### src/rtl/core/elg_pkg.sv
`default_nettype none

package elg_pkg;

  // Default modulus width and the fixed width of the stream fields.
  localparam int unsigned PRIME_BITS_DEF = 31;
  localparam int unsigned FIELD_W        = 31;
  localparam int unsigned IDX_W          = $clog2(FIELD_W);

  // Reset values of the configuration registers.
  localparam logic [31:0] PRIME_RESET      = 32'd2147483647;
  localparam logic [31:0] GENERATOR_RESET  = 32'd7;
  localparam logic [31:0] PUBLIC_KEY_RESET = 32'd1;

  // Configuration register indexes.
  typedef enum logic [1:0] {
    REG_PRIME      = 2'd0,
    REG_GENERATOR  = 2'd1,
    REG_PUBLIC_KEY = 2'd2
  } cfg_reg_e;

  // Sequencer states.
  typedef enum logic [2:0] {
    ST_IDLE,
    ST_RED,
    ST_NEXT,
    ST_MACC,
    ST_MSQ,
    ST_SRED,
    ST_MEL,
    ST_OUT
  } state_e;

endpackage

`default_nettype wire

### src/rtl/core/elg_mulmod.sv
`default_nettype none

// Bit-serial interleaved modular multiplier: res = a * b mod m.
// Requires a < m; b may be any value of SW bits. One bit of b per cycle, MSB first.
module elg_mulmod #(
  parameter int unsigned PB = 31,
  parameter int unsigned SW = 31
) (
  input  wire logic          clk_i,
  input  wire logic          rst_ni,
  input  wire logic          start_i,
  input  wire logic [PB-1:0] a_i,
  input  wire logic [SW-1:0] b_i,
  input  wire logic [PB-1:0] m_i,
  output logic               done_o,
  output logic [PB-1:0]      res_o
);

  localparam int unsigned CW = $clog2(SW);

  logic          busy_q, busy_d;
  logic          done_q, done_d;
  logic [CW-1:0] cnt_q, cnt_d;
  logic [PB-1:0] a_q, a_d;
  logic [PB-1:0] m_q, m_d;
  logic [PB-1:0] acc_q, acc_d;
  logic [SW-1:0] b_q, b_d;

  logic [PB+1:0] sum;
  logic [PB+1:0] m_one;
  logic [PB+1:0] m_two;
  logic [PB+1:0] red;

  // Double the accumulator, add a when the current bit of b is set, then
  // bring the sum (below 3m) back under m with parallel compares.
  always_comb begin
    sum   = {1'b0, acc_q, 1'b0} + (b_q[SW-1] ? {2'b00, a_q} : '0);
    m_one = {2'b00, m_q};
    m_two = {1'b0, m_q, 1'b0};
    if (sum >= m_two) begin
      red = sum - m_two;
    end else if (sum >= m_one) begin
      red = sum - m_one;
    end else begin
      red = sum;
    end
  end

  // Step control.
  always_comb begin
    busy_d = busy_q;
    done_d = 1'b0;
    cnt_d  = cnt_q;
    a_d    = a_q;
    m_d    = m_q;
    acc_d  = acc_q;
    b_d    = b_q;
    if (start_i) begin
      busy_d = 1'b1;
      cnt_d  = CW'(SW - 1);
      a_d    = a_i;
      m_d    = m_i;
      acc_d  = '0;
      b_d    = b_i;
    end else if (busy_q) begin
      acc_d = PB'(red);
      b_d   = {b_q[SW-2:0], 1'b0};
      cnt_d = cnt_q - CW'(1);
      if (cnt_q == '0) begin
        busy_d = 1'b0;
        done_d = 1'b1;
      end
    end
  end

  always_ff @(posedge clk_i or negedge rst_ni) begin
    if (!rst_ni) begin
      busy_q <= 1'b0;
      done_q <= 1'b0;
    end else begin
      busy_q <= busy_d;
      done_q <= done_d;
    end
  end

  always_ff @(posedge clk_i) begin
    cnt_q <= cnt_d;
    a_q   <= a_d;
    m_q   <= m_d;
    acc_q <= acc_d;
    b_q   <= b_d;
  end

  assign done_o = done_q;
  assign res_o  = acc_q;

endmodule

`default_nettype wire

### src/rtl/core/elg_seq.sv
`default_nettype none

// Sequencer: runs both exponentiations for a message start and the element
// multiply on the shared bit-serial multiplier, and holds the output register.
module elg_seq #(
  parameter int unsigned PB = 31
) (
  input  wire logic                   clk_i,
  input  wire logic                   rst_ni,
  input  wire logic [PB-1:0]          prime_i,
  input  wire logic [PB-1:0]          generator_i,
  input  wire logic [PB-1:0]          public_key_i,
  input  wire logic                   prime_wr_i,
  input  wire logic                   in_valid_i,
  output logic                        in_ready_o,
  input  wire logic                   in_first_i,
  input  wire logic [elg_pkg::FIELD_W-1:0] in_key_i,
  input  wire logic [elg_pkg::FIELD_W-1:0] in_elem_i,
  output logic                        out_valid_o,
  input  wire logic                   out_ready_i,
  output logic [elg_pkg::FIELD_W-1:0] out_c1_o,
  output logic [elg_pkg::FIELD_W-1:0] out_c2_o
);

  import elg_pkg::*;

  localparam int unsigned SW = (PB > FIELD_W) ? PB : FIELD_W;
  localparam logic [IDX_W-1:0] LAST_BIT = IDX_W'(FIELD_W - 1);

  state_e state_q, state_d;

  logic               phase_q, phase_d;
  logic [IDX_W-1:0]   idx_q, idx_d;
  logic [FIELD_W-1:0] key_q, key_d;
  logic [FIELD_W-1:0] elem_q, elem_d;
  logic [PB-1:0]      acc_q, acc_d;
  logic [PB-1:0]      sq_q, sq_d;
  logic [FIELD_W-1:0] ss_q, ss_d;
  logic [FIELD_W-1:0] ssr_q, ssr_d;
  logic               ssr_ok_q, ssr_ok_d;
  logic [FIELD_W-1:0] c1_q, c1_d;
  logic [FIELD_W-1:0] c2_q, c2_d;
  logic               ov_q, ov_d;
  logic [FIELD_W-1:0] oc1_q, oc1_d;
  logic [FIELD_W-1:0] oc2_q, oc2_d;

  logic          mul_start;
  logic [PB-1:0] mul_a;
  logic [SW-1:0] mul_b;
  logic          mul_done;
  logic [PB-1:0] mul_res;
  logic          degen;
  logic          accept;

  assign degen  = (prime_i < PB'(2));
  assign accept = in_valid_i && (state_q == ST_IDLE);

  elg_mulmod #(
    .PB (PB),
    .SW (SW)
  ) u_mulmod (
    .clk_i   (clk_i),
    .rst_ni  (rst_ni),
    .start_i (mul_start),
    .a_i     (mul_a),
    .b_i     (mul_b),
    .m_i     (prime_i),
    .done_o  (mul_done),
    .res_o   (mul_res)
  );

  // Next state, multiplier launches and datapath updates.
  always_comb begin
    state_d   = state_q;
    phase_d   = phase_q;
    idx_d     = idx_q;
    key_d     = key_q;
    elem_d    = elem_q;
    acc_d     = acc_q;
    sq_d      = sq_q;
    ss_d      = ss_q;
    ssr_d     = ssr_q;
    ssr_ok_d  = ssr_ok_q;
    c1_d      = c1_q;
    c2_d      = c2_q;
    ov_d      = ov_q;
    oc1_d     = oc1_q;
    oc2_d     = oc2_q;
    mul_start = 1'b0;
    mul_a     = '0;
    mul_b     = '0;

    // The output register drains independently of the sequencer.
    if (ov_q && out_ready_i) begin
      ov_d = 1'b0;
    end

    // A new modulus invalidates the cached reduced secret.
    if (prime_wr_i) begin
      ssr_ok_d = 1'b0;
    end

    unique case (state_q)
      ST_IDLE: begin
        if (accept) begin
          key_d  = in_key_i;
          elem_d = in_elem_i;
          if (degen) begin
            // Every modular result is zero for a modulus below two.
            if (in_first_i) begin
              ss_d     = '0;
              ssr_d    = '0;
              ssr_ok_d = 1'b1;
              c1_d     = '0;
            end
            c2_d    = '0;
            state_d = ST_OUT;
          end else if (in_first_i) begin
            // Reduce the public key before the first exponentiation.
            phase_d   = 1'b0;
            mul_start = 1'b1;
            mul_a     = PB'(1);
            mul_b     = SW'(public_key_i);
            state_d   = ST_RED;
          end else if (ssr_ok_q) begin
            mul_start = 1'b1;
            mul_a     = PB'(ssr_q);
            mul_b     = SW'(in_elem_i);
            state_d   = ST_MEL;
          end else begin
            mul_start = 1'b1;
            mul_a     = PB'(1);
            mul_b     = SW'(ss_q);
            state_d   = ST_SRED;
          end
        end
      end

      ST_RED: begin
        if (mul_done) begin
          sq_d    = mul_res;
          acc_d   = PB'(1);
          idx_d   = '0;
          state_d = ST_NEXT;
        end
      end

      ST_NEXT: begin
        if (key_q[idx_q]) begin
          mul_start = 1'b1;
          mul_a     = acc_q;
          mul_b     = SW'(sq_q);
          state_d   = ST_MACC;
        end else if (idx_q != LAST_BIT) begin
          mul_start = 1'b1;
          mul_a     = sq_q;
          mul_b     = SW'(sq_q);
          state_d   = ST_MSQ;
        end else if (!phase_q) begin
          // Shared secret done; start on c1 with the generator.
          ss_d      = FIELD_W'(acc_q);
          phase_d   = 1'b1;
          mul_start = 1'b1;
          mul_a     = PB'(1);
          mul_b     = SW'(generator_i);
          state_d   = ST_RED;
        end else begin
          c1_d      = FIELD_W'(acc_q);
          ssr_d     = ss_q;
          ssr_ok_d  = 1'b1;
          mul_start = 1'b1;
          mul_a     = PB'(ss_q);
          mul_b     = SW'(elem_q);
          state_d   = ST_MEL;
        end
      end

      ST_MACC: begin
        if (mul_done) begin
          acc_d = mul_res;
          if (idx_q != LAST_BIT) begin
            mul_start = 1'b1;
            mul_a     = sq_q;
            mul_b     = SW'(sq_q);
            state_d   = ST_MSQ;
          end else if (!phase_q) begin
            ss_d      = FIELD_W'(mul_res);
            phase_d   = 1'b1;
            mul_start = 1'b1;
            mul_a     = PB'(1);
            mul_b     = SW'(generator_i);
            state_d   = ST_RED;
          end else begin
            c1_d      = FIELD_W'(mul_res);
            ssr_d     = ss_q;
            ssr_ok_d  = 1'b1;
            mul_start = 1'b1;
            mul_a     = PB'(ss_q);
            mul_b     = SW'(elem_q);
            state_d   = ST_MEL;
          end
        end
      end

      ST_MSQ: begin
        if (mul_done) begin
          sq_d    = mul_res;
          idx_d   = idx_q + IDX_W'(1);
          state_d = ST_NEXT;
        end
      end

      ST_SRED: begin
        if (mul_done) begin
          ssr_d     = FIELD_W'(mul_res);
          ssr_ok_d  = 1'b1;
          mul_start = 1'b1;
          mul_a     = mul_res;
          mul_b     = SW'(elem_q);
          state_d   = ST_MEL;
        end
      end

      ST_MEL: begin
        if (mul_done) begin
          c2_d    = FIELD_W'(mul_res);
          state_d = ST_OUT;
        end
      end

      ST_OUT: begin
        // Hand the result over once the output register is free.
        if (!ov_q || out_ready_i) begin
          ov_d    = 1'b1;
          oc1_d   = c1_q;
          oc2_d   = c2_q;
          state_d = ST_IDLE;
        end
      end

      default: begin
        state_d = ST_IDLE;
      end
    endcase
  end

  always_ff @(posedge clk_i or negedge rst_ni) begin
    if (!rst_ni) begin
      state_q  <= ST_IDLE;
      ov_q     <= 1'b0;
      ss_q     <= '0;
      ssr_q    <= '0;
      ssr_ok_q <= 1'b1;
      c1_q     <= '0;
    end else begin
      state_q  <= state_d;
      ov_q     <= ov_d;
      ss_q     <= ss_d;
      ssr_q    <= ssr_d;
      ssr_ok_q <= ssr_ok_d;
      c1_q     <= c1_d;
    end
  end

  always_ff @(posedge clk_i) begin
    phase_q <= phase_d;
    idx_q   <= idx_d;
    key_q   <= key_d;
    elem_q  <= elem_d;
    acc_q   <= acc_d;
    sq_q    <= sq_d;
    c2_q    <= c2_d;
    oc1_q   <= oc1_d;
    oc2_q   <= oc2_d;
  end

  assign in_ready_o  = (state_q == ST_IDLE);
  assign out_valid_o = ov_q;
  assign out_c1_o    = oc1_q;
  assign out_c2_o    = oc2_q;

endmodule

`default_nettype wire

### src/rtl/core/elg_mod.sv
`default_nettype none

// Configuration register file: prime, generator and public key, each held in
// the low PRIME_BITS bits; writes to unknown indexes are dropped.
module elg_mod #(
  parameter int unsigned PB = 31
) (
  input  wire logic          clk_i,
  input  wire logic          rst_ni,
  input  wire logic          wr_i,
  input  wire logic [1:0]    index_i,
  input  wire logic [PB-1:0] data_i,
  output logic [PB-1:0]      prime_o,
  output logic [PB-1:0]      generator_o,
  output logic [PB-1:0]      public_key_o,
  output logic               prime_wr_o
);

  import elg_pkg::*;

  logic [PB-1:0] prime_q, prime_d;
  logic [PB-1:0] gen_q, gen_d;
  logic [PB-1:0] pub_q, pub_d;
  logic          pwr;

  // Register decode.
  always_comb begin
    prime_d = prime_q;
    gen_d   = gen_q;
    pub_d   = pub_q;
    pwr     = 1'b0;
    if (wr_i) begin
      unique case (index_i)
        REG_PRIME: begin
          prime_d = data_i;
          pwr     = 1'b1;
        end
        REG_GENERATOR: begin
          gen_d = data_i;
        end
        REG_PUBLIC_KEY: begin
          pub_d = data_i;
        end
        default: begin
        end
      endcase
    end
  end

  always_ff @(posedge clk_i or negedge rst_ni) begin
    if (!rst_ni) begin
      prime_q <= PB'(PRIME_RESET);
      gen_q   <= PB'(GENERATOR_RESET);
      pub_q   <= PB'(PUBLIC_KEY_RESET);
    end else begin
      prime_q <= prime_d;
      gen_q   <= gen_d;
      pub_q   <= pub_d;
    end
  end

  assign prime_o      = prime_q;
  assign generator_o  = gen_q;
  assign public_key_o = pub_q;
  assign prime_wr_o   = pwr;

endmodule

`default_nettype wire

### src/rtl/core/elgamal_stream_encryptor.sv
`default_nettype none

// ElGamal stream encryptor over a prime field of up to PRIME_BITS bits. Each
// input transaction yields exactly one output transaction carrying c1 of the
// current message and c2 = element * shared secret mod prime. A transaction
// with tuser (first) set starts a message: the shared secret public_key^k and
// c1 = generator^k are computed by square-and-multiply over the 31 key bits.
// All arithmetic runs on one bit-serial modular multiplier whose second
// operand is SW bits wide, SW being the larger of PRIME_BITS and 31. The first
// element transaction after the prime is rewritten first reduces the shared
// secret again; a message start adds two base reductions and between 30 and
// 61 products per exponentiation. One transaction is worked on at a time; the
// next is taken while the previous result still waits in the output register.
// A modulus below two makes every modular result zero.
module elgamal_stream_encryptor #(
  parameter int unsigned PRIME_BITS = elg_pkg::PRIME_BITS_DEF
) (
  input  wire logic                  clk_i,
  input  wire logic                  rst_ni,
  // Configuration write channel.
  input  wire logic                  cfg_valid_i,
  output logic                       cfg_ready_o,
  input  wire logic [1:0]            cfg_index_i,
  input  wire logic [PRIME_BITS-1:0] cfg_data_i,
  // Input stream.
  input  wire logic                  s_axis_tvalid,
  output logic                       s_axis_tready,
  input  wire logic [63:0]           s_axis_tdata,  // ephemeral_key[30:0], message_element[61:31]
  input  wire logic                  s_axis_tuser,  // first
  // Output stream.
  output logic                       m_axis_tvalid,
  input  wire logic                  m_axis_tready,
  output logic [63:0]                m_axis_tdata   // cipher_one[30:0], cipher_two[61:31]
);

  import elg_pkg::*;

  logic [PRIME_BITS-1:0] prime;
  logic [PRIME_BITS-1:0] generator;
  logic [PRIME_BITS-1:0] public_key;
  logic                  prime_wr;
  logic [FIELD_W-1:0]    c1;
  logic [FIELD_W-1:0]    c2;

  // Configuration is always accepted.
  assign cfg_ready_o = 1'b1;

  elg_mod #(
    .PB (PRIME_BITS)
  ) u_mod (
    .clk_i        (clk_i),
    .rst_ni       (rst_ni),
    .wr_i         (cfg_valid_i),
    .index_i      (cfg_index_i),
    .data_i       (cfg_data_i),
    .prime_o      (prime),
    .generator_o  (generator),
    .public_key_o (public_key),
    .prime_wr_o   (prime_wr)
  );

  elg_seq #(
    .PB (PRIME_BITS)
  ) u_seq (
    .clk_i        (clk_i),
    .rst_ni       (rst_ni),
    .prime_i      (prime),
    .generator_i  (generator),
    .public_key_i (public_key),
    .prime_wr_i   (prime_wr),
    .in_valid_i   (s_axis_tvalid),
    .in_ready_o   (s_axis_tready),
    .in_first_i   (s_axis_tuser),
    .in_key_i     (s_axis_tdata[FIELD_W-1:0]),
    .in_elem_i    (s_axis_tdata[2*FIELD_W-1:FIELD_W]),
    .out_valid_o  (m_axis_tvalid),
    .out_ready_i  (m_axis_tready),
    .out_c1_o     (c1),
    .out_c2_o     (c2)
  );

  assign m_axis_tdata = {2'b00, c2, c1};

endmodule

`default_nettype wire
### config.mk
export PLATFORM = sky130hd
export DESIGN_NAME = elgamal_stream_encryptor
export DESIGN_NICKNAME = d
export VERILOG_FILES = /design/src/rtl/core/elg_pkg.sv /design/src/rtl/core/elg_mulmod.sv /design/src/rtl/core/elg_seq.sv /design/src/rtl/core/elg_mod.sv /design/src/rtl/core/elgamal_stream_encryptor.sv
export SDC_FILE = /design/constraint.sdc
export NUM_CORES = 1
export LEC_CHECK = 0
export BUFFER_PORTS_ARGS = -buffer_cell sky130_fd_sc_hd__buf_2
export CAP_MARGIN = 40
export CORE_MARGIN = 2
export CORE_UTILIZATION = 50
export CTS_BUF_LIST = sky130_fd_sc_hd__clkbuf_16
export DETAILED_ROUTE_END_ITERATION = 6
export PLACE_DENSITY = 0.7
export SLEW_MARGIN = 15
export SYNTH_ARGS = -nofsm -noshare
export SYNTH_HDL_FRONTEND = slang
export SYNTH_HIERARCHICAL = 1
export SYNTH_SLANG_ARGS = --single-unit
### constraint.sdc
create_clock -name clk_i -period 6.3 [get_ports clk_i]
set_input_delay 1.575 -clock clk_i [delete_from_list [all_inputs] [get_ports clk_i]]
set_output_delay 1.575 -clock clk_i [all_outputs]
set_load 0.01 [all_outputs]
* After elaboration in Yosys (flattened, before gate mapping) *
Cells that the tools add are included.

cells by class
  magnitude comparators = 4
  equality and inequality tests = 28
  shift operators = 0
  bitwise operators = 0
  reductions and logical operators = 29
  muxes and demuxes = 103
  $add $sub $neg = 5
  multiply operators = 0
  div/mod/pow operators = 0

operators with widths
  kind                 count
  $mux 31              46
  $pmux 31 s4          3
  $pmux 31 s3          2
  $pmux 31 s2          2
  $sub 31x31->31       2
  $add 32x31->33       1
  $ge 33x31->1         1
  $ge 33x32->1         1
  $mux 3               11
  $lt 31x2->1 const B  1
  $mux 1               30
  $ne 2x2->1 const B   11
  $pmux 3 s7           1
  $reduce_and 10->1    2
  $ne 2x1->1 const B   7
  $eq 3x3->1 const B   4
  $reduce_and 2->1     6
  $reduce_and 6->1     2
  $mux 5               2
  $pmux 5 s2           1
  $reduce_bool 2->1    4
  $reduce_and 7->1     1
  $eq 3x2->1 const B   2
  $lt 5x6->1 const B   1
  other kinds (21)     25

storage, ports and cells
  ROM bits = 0
  bits in latches = 0
  memories = 0
  bits of input ports = 103
  RAM bits = 0
  logic and storage cells = 194
  bits in registers = 545
  output and inout bits = 67

* Logic depth before layout (Yosys ltp) *
  depth in word-level cells = 8
  depth in mapped cells = 25
  mapped depth without buffers = 22

* Cells and area by module *
The synthesis kept the hierarchy.

modules (own cells, without submodules)
  module                    instances  cells each  sequential area each (µm²)  area an instance (µm²)
  elg_seq                   1          1340        9150.0                      15771.4
  elg_mulmod                1          1093        3563.4                      10164.7
  elg_mod                   1          198         2371.0                      3519.6
  elgamal_stream_encryptor  1          5           0.0                         30.0

* Worst setup path after synthesis *
Ideal clock, no wire load.

  kind = input-to-reg
  start = input s_axis_tvalid
  end = register u_seq.u_mulmod.b_q[0] (enable)
  stages on the path = 7
  data arrival time = 6.124 ns
  path buffers = 2
  setup slack = -0.209 ns
  data required time = 5.914 ns
  library setup time = 0.386 ns
  cells stage by stage = and2_1 -> and2_1 -> clkbuf_1 -> or4_1 -> clkbuf_1 -> nor2_1 -> inv_1

between the ends
  word-level cells in the longest chain between the ends = 4

RTL lines
  what                                RTL line                        source
  start: declaration                  elgamal_stream_encryptor.sv:26  input wire logic s_axis_tvalid,
  $logic_and 1x1->1                   elg_seq.sv:56                   assign accept = in_valid_i && (state_q == ST_IDLE);
  $mux 1                              elg_seq.sv:105                  if (accept) begin
  $pmux 1 s3                          elg_seq.sv:103                  unique case (state_q)
  via u_seq.mul_start                 elg_seq.sv:47                   logic mul_start;
  $reduce_bool 2->1 (no source line)  n/a
  end signal: assignment              elg_mulmod.sv:91                b_q <= b_d;
  end: declaration                    elg_mulmod.sv:27                logic [SW-1:0] b_q, b_d;

The timed path passes the listed nets, and every way through them passes these cells.
A chain may end at the register's enable or synchronous reset.

* Worst setup path in the final report *
  start = register u_seq.u_mulmod.b_q[30]
  end = register u_seq.u_mulmod.acc_q[0] (netlist: u_seq/u_mulmod/res_o[0])

between the ends
  word-level cells in the longest chain between the ends = 5
  elaborated cells between the ends (all ways) = 8
  classes of those cells = add/sub (3); order compare (2); mux (3)

RTL lines
  what                                            RTL line                            source
  $mux 31 (*)                                     elg_mulmod.sv:37                    sum = {1'b0, acc_q, 1'b0} + (b_q[SW-1] ? {2'b00, a_q} : '0);
  $add 32x31->33 (*)                              elg_mulmod.sv:37
  $sub 31x31->31 or $ge 33x31->1 (tied branches)  elg_mulmod.sv:43, elg_mulmod.sv:42
  $mux 31                                         elg_mulmod.sv:42                    end else if (sum >= m_one) begin
  $mux 31 (*)                                     elg_mulmod.sv:40                    if (sum >= m_two) begin
  end signal: assignment                          elg_mulmod.sv:90                    acc_q <= acc_d;
  end: declaration                                elg_mulmod.sv:26                    logic [PB-1:0] acc_q, acc_d;

Mark *: on every way between the ends. The rest lies on a longest branch, timed or not.

==> flow_metrics.tcl <==
set metrics [dict create \
    outcome "complete, but fails checks" \
    violations "design-rule violations" \
    seq_area_frac_synth 0.5116 \
    postSynthCellCount 2636 \
    maxSlewHeadroom 0.4321 \
    min_period_over_period 0.9618 \
    register_area_sq_um 15090 \
    max_stage_delay_ns 0.63 \
    totalPowerFinal_w 0.01893 \
    worst_pin_slew_ns 0.8487 \
    grt_overflow 0 \
    n_antenna_cell 0 \
    synth_flop_cell "edfxtp_1" \
    ys_warn_count 6 \
    fin_tns_setup_ns 0 \
    detailed_place.area_sq_um 31270 \
    setup_viol 0 \
    p_per_area_nw_per_um2 567.8 \
    numCtsBuffers 57 \
    ios 170 \
    cts_buffer_depth 3 \
    clkTransAtPathRegs_ns 0.06 \
    arrival_ns 6.60 \
    grt_pass1_wl_um 140200 \
    ys_top_cells_by_count "edfxtp_1 (316), nand2_1 (238), o21ai_0 (183)" \
    final_antenna_net_count 0 \
    row_count 89 \
    cap_violations 0 \
    clock-root-buffer "clkbuf_16" \
    final_max_slew_viol_count 0 \
    critPathMaxFanout 8 \
    grt_max_degree 84 \
    design_area_sq_um 33330 \
    wirelength_um 95920 \
    dr.pass1.iters 7 \
    postCtsSetupBuffers 0 \
    cp-end-kind "flop" \
    htreeDepth 2 \
    path_delay_family "compound AO/OA/AOI/OAI gates" \
    max-vdd-ir-drop_mv 0.3553 \
    critical_path_class "flop to flop" \
    maxClockFrequency_mhz 165.0 \
    hold_path.class "flop to flop" \
    syn_to_final_growth_pct 13.04 \
    crit_path_top_delay_cell "or4b_2" \
    clk-insertion-delay-late_ns 0.63 \
    drt_iter0_drc 2802 \
    avgViaCountPerCell 6.404 \
    synth.most_common_cell "edfxtp_1" \
    cp_num_buf_inv 1 \
    port_buffers 164 \
    drive_gt1_frac 0.2056 \
    crit_chain "and2_1 > ha_1 > fa_1 > a211oi_2 > o21ai_0 > a32oi_1 > o2bb2ai_2 > a21oi_4 > or4b_2 > a31oi_1 > xnor2_1 > ha_1 > nand3_1 > nor4_1 > a221oi_1 > o211a_1 > a21oi_1 > buf_4 > mux2_2 > a211oi_1" \
    fillCellCount 4950 \
    synth_async_sr_flop_share 0.3541 \
    start_util 0.5024 \
    synth.cell_area_sq_um 29490 \
    yosysTopAreaCell "edfxtp_1" \
    vias 23110 \
    die_width_um 246.8 \
    leakagePower_nw 13.43 \
    syn_area_per_cell_sq_um 11.19 \
    synth_top_area_frac 0.3218 \
    fin_skew_ns 0.02462 \
    clock_sinks 545 \
    routedWlPerCell_um 26.59 \
    grt_antenna_before_repair 4 \
    synth-edff-count 316 \
    drc_errors 20 \
    finalNetCount 2988 \
    grt.total_usage 0.3104 \
    start_kind "flop" \
    layout_min_cycle_time_ns 6.059 \
    first_global_vias 22360 \
    core_area_sq_um 58690 \
    cp.required_ns 6.84 \
    crit_top_cell "ha_1" \
    dp_hpwl_um 68880 \
    die_h_um 246.8 \
    ys_seq_elements 545 \
    multiInputGateArea_sq_um 13360 \
    synth_area_leaders "edfxtp_1 (32%), dfrtp_1 (13%), mux2_2 (5.9%)" \
    dieArea_sq_um 60930 \
    finalHoldViolations 0 \
    cts_tree "built" \
    yosysUniqueCellTypes 92 \
    rsz0062_at_grt "no" \
    routabilityCongestion 1.014 \
]
cell type report:
| class | instances | area share |
|---|---|---|
| Multi-Input combinational cell | 1837 | 0.4007 |
| Clock buffer | 64 | 0.04805 |
| Sequential cell | 545 | 0.4526 |
| Timing Repair Buffer | 252 | 0.04760 |
| Inverter | 93 | 0.01047 |
| Tap cell | 773 | 0.02902 |
| Clock inverter | 44 | 0.01156 |
worst paths after layout:
kind	start	to	slack (ns)	cells after the start
worst max-delay path	u_seq/u_mulmod/b_q[30]$_DFFE_PP_	u_seq/u_mulmod/res_o[0]$_SDFFE_PP0P_	0.24	20
worst min-delay path	u_seq/c2_q[29]$_SDFFCE_PN0P_	u_seq/out_c2_o[29]$_DFFE_PP_	0.42	0
worst max register to register	u_seq/u_mulmod/b_q[30]$_DFFE_PP_	u_seq/u_mulmod/res_o[0]$_SDFFE_PP0P_	0.24	20
worst min register to register	u_seq/c2_q[29]$_SDFFCE_PN0P_	u_seq/out_c2_o[29]$_DFFE_PP_	0.42	0
max in group asynchronous	rst_ni	u_seq/c1_q[26]$_DFFE_PN0P_	4.23	3
min in group asynchronous	rst_ni	u_mod/public_key_o[8]$_DFFE_PN0P_	0.86	1
layer usage:
metal,vias up,track usage,routed length (um)
met5,-,0,23
met4,4,0.1683,6094
met3,273,0.05676,8356
met2,1212,0.5007,44690
met1,11430,0.3972,36760
li1,10190,-,-
placed cells by master (no fill, tap or decap), drive strengths merged, types with 14 or more instances in the layout:
master,n
mux2,186
dfstp,36
nor3,74
buf,251
dfxtp,36
xnor2,57
nor2b,18
and2,70
nand2,240
clkinv,25
a211oi,25
nor4,18
mux2i,143
edfxtp,316
nor2,133
a222oi,60
o21bai,15
o211ai,48
clkbuf,65
nand3,35
a21o,35
o21ai,189
xor2,29
dfrtp,157
ha,96
a22o,47
nand2b,17
inv,100
a21oi,131
a31oi,14
through the flow:
stage               hold slack, ns  utilization  cells  setup WS, ns
finish                      0.4186       0.5680   3608        0.2408
global route                0.4317       0.5680   3608       0.02441
CTS                         0.4194       0.5667   3606        0.1896
detailed placement          0.4045       0.5328   3498        0.2447
global placement            0.4023       0.5315   3493        0.3210
floorplan                   0.4003            -   2637        0.4962
cells by family (layout without fill, tap and decap cells):
group	Yosys count	after routing	share of synthesized area
adder cells (fa/ha/maj)	99	99	0.04277
AND/OR/NAND/NOR	666	666	0.1089
multiplexers	332	332	0.1219
AO/OA/AOI/OAI	651	651	0.1513
other	2	3	0.0002547
XOR/XNOR	86	86	0.02555
flip-flops	545	545	0.5116
buffers and inverters	255	453	0.03781
where the power goes:
part	internal [W]	switching, W
Clock	0.00204	0.00149
Combinational	0.00378	0.00627
Sequential	0.00473	0.000621
repair_timing:
action,4_1_cts,5_1_grt
hold buffers,0,0
gates resized for setup,0,4
setup endpoints to repair,0,10
Power figures use the tool's default switching activity.
